**config.mk**
```make
export PLATFORM = sky130hd
export DESIGN_NAME = ldcw_ram
export DESIGN_NICKNAME = d
export VERILOG_FILES = /design/src/hdl/ldcw_ram.sv
export SDC_FILE = /design/constraint.sdc
export NUM_CORES = 2
export LEC_CHECK = 0
export BUFFER_PORTS_ARGS = -buffer_cell sky130_fd_sc_hd__buf_2
export CAP_MARGIN = 20
export CORE_MARGIN = 4
export CORE_UTILIZATION = 50
export DETAILED_ROUTE_END_ITERATION = 10
export HOLD_SLACK_MARGIN = 0.1
export PLACE_DENSITY_LB_ADDON = 0.25
export SLEW_MARGIN = 0
export SYNTH_ARGS = -nofsm -noshare
export SYNTH_HDL_FRONTEND = slang
export SYNTH_SLANG_ARGS = --single-unit
```
**constraint.sdc**
```tcl
create_clock -name clk -period 2.2 [get_ports clk]
set_input_delay 0.11 -clock clk [delete_from_list [all_inputs] [get_ports clk]]
set_output_delay 0.11 -clock clk [all_outputs]
set_load 0.005 [all_outputs]
```
**src/hdl/ldcw_ram.sv**
```systemverilog
module ldcw_ram #(
    parameter int WIDTH = 16,
    parameter int DEPTH = 256
) (
    input  logic                     clk,
    input  logic                     we,
    input  logic [$clog2(DEPTH)-1:0] waddr,
    input  logic [WIDTH-1:0]         wdata,
    input  logic                     re,
    input  logic [$clog2(DEPTH)-1:0] raddr,
    output logic [WIDTH-1:0]         rdata
);

    logic [WIDTH-1:0] mem [DEPTH];
    logic [WIDTH-1:0] rdata_reg;

    // read returns the old contents on a same-address write
    always_ff @(posedge clk) begin
        if (we) begin
            mem[waddr] <= wdata;
        end
        if (re) begin
            rdata_reg <= mem[raddr];
        end
    end

    assign rdata = rdata_reg;

endmodule

```
After elaboration in Yosys (flattened, before gate mapping)
Memory sizes are Yosys's and may differ from the RTL's. A register that Yosys moved wholly into a read port is not among the register bits.
Index checks and enable logic that the tools add are counted.

storage, ports and cells
  bits in registers = 0
  latch bits = 0
  RAM bits = 4,096
  memory bits (read-only) = 0
  output and inout port bits = 16
  word-level logic and storage cells = 3
  memories kept = 1

memories
  name  words  width  read ports  clocked after Yosys merged registers in  write ports  RTL line  text
  mem   256    16     1           1                                        1            14        logic [WIDTH-1:0] mem [DEPTH];

operators by class
  add/sub/neg operators = 0
  multiply operators = 0
  div/mod/pow operators = 0
  order comparisons = 0
  equal/unequal tests = 0
  shift operators = 0
  mux-type cells = 2
  bitwise logic cells = 0
  reduce and logical (&&, ||, !) cells = 0

operators by type and width
  operator           count
  two-way mux 1 bit  2

Longest topological paths before layout
  depth after elaboration = 2
  gate-level depth with buffers = 12

Least setup slack after synthesis
OpenSTA, ideal clock, no wires.

  path kind = input to register
  start = input raddr[0]
  end = register rdata_reg[4], in the netlist rdata[4], read port of mem, data pin
  data arrival time = 2,094 ps
  required time = 1,935 ps
  slack = -159 ps
  stages = 8
  cell sequence = buf_6 -> buf_6 -> buf_2 -> mux4_2 -> mux4_2 -> a22o_1 -> o32ai_2 -> nor4_2

RTL lines
  item                RTL line  text
  start: declaration  10        input logic [$clog2(DEPTH)-1:0] raddr,
  end: declaration    15        logic [WIDTH-1:0] rdata_reg;

==> flow_metrics.env <==
export IMPL_total_power_w=0.164
export IMPL_clk_latency_ns=0.95
export IMPL_initial_core_util_pct=50.3
export IMPL_r2r_cells=8
export IMPL_synth_nets=7395
export IMPL_layout_min_cycle_time_ns=2.66
export IMPL_synth_cell_types=51
export IMPL_holdPathStages=2
export IMPL_cp_slowest_cell="o32ai_4"
export IMPL_path_delay_family="compound AO/OA/AOI/OAI gates"
export IMPL_cp_buffers_inverters=2
export IMPL_critPathKind="register to register"
export IMPL_fp_row_count=206
export IMPL_reg2reg_from="mem[11][12]"
export IMPL_fillers=21900
export IMPL_status="complete, but fails checks"
export IMPL_cp_start_kind="register"
export IMPL_fin_crit_sh_pct=121
export IMPL_path_depth=8
export IMPL_dpl_hpwl_mm=271
export IMPL_tightest_slew_ns=1.03
export IMPL_hold_class="input port to register"
export IMPL_layout_drive_gt1_share_pct=31.1
export IMPL_max_cap_violations=0
export IMPL_skew_ns=0.0535
export IMPL_die_x_um=572
export IMPL_syn_area_mm2=0.159
export IMPL_dieArea_mm2=0.327
export IMPL_syn_avg_cell_area_um2=21.6
export IMPL_grt_pass1_wl_mm=609
export IMPL_crit_fanout=1
export IMPL_grt_util_all_layers_pct=26.1
export IMPL_drt_iter0_markers=11200
export IMPL_routedWlPerCell_um=32.9
export IMPL_min_to="mem[27][7]"
export IMPL_ys_seq_area_share_pct=77.7
export IMPL_swShare_pct=21.6
export IMPL_gp_congestion=0.935
export IMPL_num_vias=82100
export IMPL_io_buffers=50
export IMPL_synth_edf_count=4112
export IMPL_ant_nets=0
export IMPL_min_from="wdata[7]"
export IMPL_regArea_mm2=0.123
export IMPL_area_growth_pct=18.6
export IMPL_cts_root_buf="clkbuf_16"
export IMPL_clk_pin_slew_ns=0.06
export IMPL_grt_overflow=0
export IMPL_ir_drop_mv=0.658
export IMPL_final_setup_tns_ns=-4.79
export IMPL_first_pass_iters=6
export IMPL_h_tree_depth=5
export IMPL_p_comb_share_pct=5.8
export IMPL_clockBufferDepth=4
export IMPL_crit_chain="mux4_2, mux2_4, a22oi_2, buf_4, nand2_4, o32ai_4, buf_6, nor4_4"
export IMPL_synth_seq_cells=4112
export IMPL_final_hold_viol_count=0
export IMPL_p_leak_nw=61.0
export IMPL_fmax_mhz=375
export IMPL_pwr_share_seq_pct=52.8
export IMPL_finalNetCount=8512
export IMPL_worstPathRequired_ns=2.86
export IMPL_cts_made_buffers=408
export IMPL_ys_flop_type="edfxtp_1"
export IMPL_cts_sinks=4112
export IMPL_post_cts_buffers=0
export IMPL_timing_final_ws_setup_ns=-0.464
export IMPL_power_switching_w=0.0354
export IMPL_cts_tree="done"
export IMPL_viasPerCell=6.32
export IMPL_slowest_delay_ns=0.49
export IMPL_clkPwrFrac_pct=41.4
export IMPL_grt_pass1_vias=81800
export IMPL_violations="negative setup slack"
export IMPL_r2r_end="rdata[12]"
export IMPL_end_kind="register"
export IMPL_grt_max_degree=97
export IMPL_finalMaxSlewViolations=0
export IMPL_drc=0
export IMPL_finalSetupViolations=16
export IMPL_drt_wl_total_mm=427
export IMPL_core_area_mm2=0.316
export IMPL_r2r_setup_slack_ns=-0.46
export IMPL_p_per_area_mw_per_mm2=870
export IMPL_multi_input_area_mm2=0.0338
export IMPL_io_pins=51
export IMPL_antenna_found_initial=21
export IMPL_async_reset_ff_share_pct=0
export IMPL_largest_reg_flops=4096
export IMPL_cp_data_arrival_time_ns=3.33
export IMPL_rsz0062_at_grt="true"
export IMPL_intPower_w=0.128
export IMPL_ys_warnings_count=0
export IMPL_synthCells=7360
export IMPL_utilization_pct=59.7
export IMPL_dieHeight_um=572
export IMPL_slew_headroom_pct=30.4
export IMPL_pre_cts_ws_ns=-1.83
## metal layers
layer / global-route usage, % / wire length (um)
met1: 36.7 / 165000
met2: 40.8 / 203000
met3: 5.20 / 40400
met4: 9.92 / 18100
met5: 0 / 46
## power groups by stage
stage	logic [W]	clock network, W	registers (W)
finish	0.00945	0.0679	0.0865
global route	0.00985	0.0723	0.0865
CTS	0.00936	0.0688	0.0865
detailed placement	0.00905	0	0.0882
global placement	0.00889	0	0.0882
floorplan	0.00428	0	0.0881
## synthesized netlist by cell type, drive strengths merged, types with 2 or more instances
cell,count,share of area (%)
or2,5,0.020
a21oi,175,0.55
inv,4,0.0094
nand2b,3,0.012
nor2b,9,0.035
nor4,18,0.075
a211oi,18,0.085
o22ai,148,0.58
clkbuf,230,0.54
nor3,92,0.29
a2111oi,6,0.033
o21ai,38,0.12
o31ai,16,0.076
edfxtp,4112,78
mux2,88,0.62
buf,222,1.1
o32ai,21,0.12
a21o,2,0.0094
nand2,38,0.090
nand4b,3,0.017
nor2,304,0.72
and2,2,0.0079
mux2i,565,3.6
a22oi,43,0.20
and4,2,0.011
and3,11,0.043
nand4,26,0.10
a31oi,6,0.024
or3,2,0.0079
nand3,35,0.11
mux4,797,11
a22o,32,0.18
a221oi,28,0.15
o221ai,253,1.4
nor4bb,2,0.013
## layout by cell type (no fill, tap or decap), drive strengths merged, types with 3 or more instances in the layout
cell         synthesis  layout
mux4               797     797
mux2i              565     565
nor4                18      18
a21oi              175     175
a221oi              28      28
nand4               26      26
bufinv               0      35
diode                0      16
mux2                88      88
nor2               304     304
o221ai             253     253
a22oi               43      43
a31oi                6       6
a22o                32      32
edfxtp            4112    4112
clkbuf             230     491
o22ai              148     148
nand2b               3       3
nand4b               3       3
or2                  5       5
clkinv               0     200
a211oi              18      18
inv                  4      13
and3                11      11
o31ai               16      16
nand3               35      35
dlygate4sd3          0      35
nand2               38      38
a2111oi              6       6
o32ai               21      21
buf                222    1122
nor3                92      92
clkinvlp             0       8
nor2b                9       9
o21ai               38      38
## worst register-to-register path: stages, from the launching register on
cell	delay, ns
edfxtp_1	0.36
mux4_2	0.46
mux2_4	0.29
a22oi_2	0.31
buf_4	0.19
nand2_4	0.08
o32ai_4	0.50
buf_6	0.18
nor4_4	0.03
## final cells by class
| class | instances | area share [%] |
|---|---|---|
| antenna | 16 | 0.0212 |
| clock buffer | 489 | 5.58 |
| clock inverter | 252 | 1.35 |
| inverter | 4 | 0.0146 |
| multi-input combinational | 2792 | 17.9 |
| sequential | 4112 | 65.5 |
| tap | 4160 | 2.76 |
| timing repair buffer | 1159 | 6.83 |
## how the worst max path moves through the flow
stage	to	slack, ns	start
2_1_floorplan	mem[235][0]	-0.08	waddr[3]
3_3_place_gp	rdata[12]	-1.86	raddr[0]
3_5_place_dp	rdata[12]	-1.83	raddr[0]
4_1_cts	rdata[12]	-0.47	mem[28][12]
5_1_grt	rdata[12]	-0.51	mem[3][12]
6_report	rdata[12]	-0.46	mem[11][12]
## cell families after synthesis
family | after synthesis | share of synthesized area [%]
mux | 1450 | 15.5
compound gates | 786 | 3.53
simple gates | 556 | 1.57
flops | 4112 | 77.7
buf+inv | 456 | 1.69
## per-stage QoR
stage	instance area, um2	hold WS, ns	std cells
after floorplan	159000	0.209	7360
after global placement	174000	0.415	12200
after detailed placement	174000	0.413	12200
after CTS	188000	0.105	13000
after global routing	188000	0.151	13000
final	188000	0.168	13000
## timing repair
| item | 4_1_cts | 5_1_grt |
|---|---|---|
| hold buffers | 36 | 0 |
| endpoints found under the setup margin | 16 | 32 |
| endpoints found under the hold margin | 5370 | 0 |
| cloned | 0 | 1 |
| pin swaps | 27 | 12 |
| resized for setup | 124 | 31 |
Note: power is estimated with default switching activity, not from simulation.
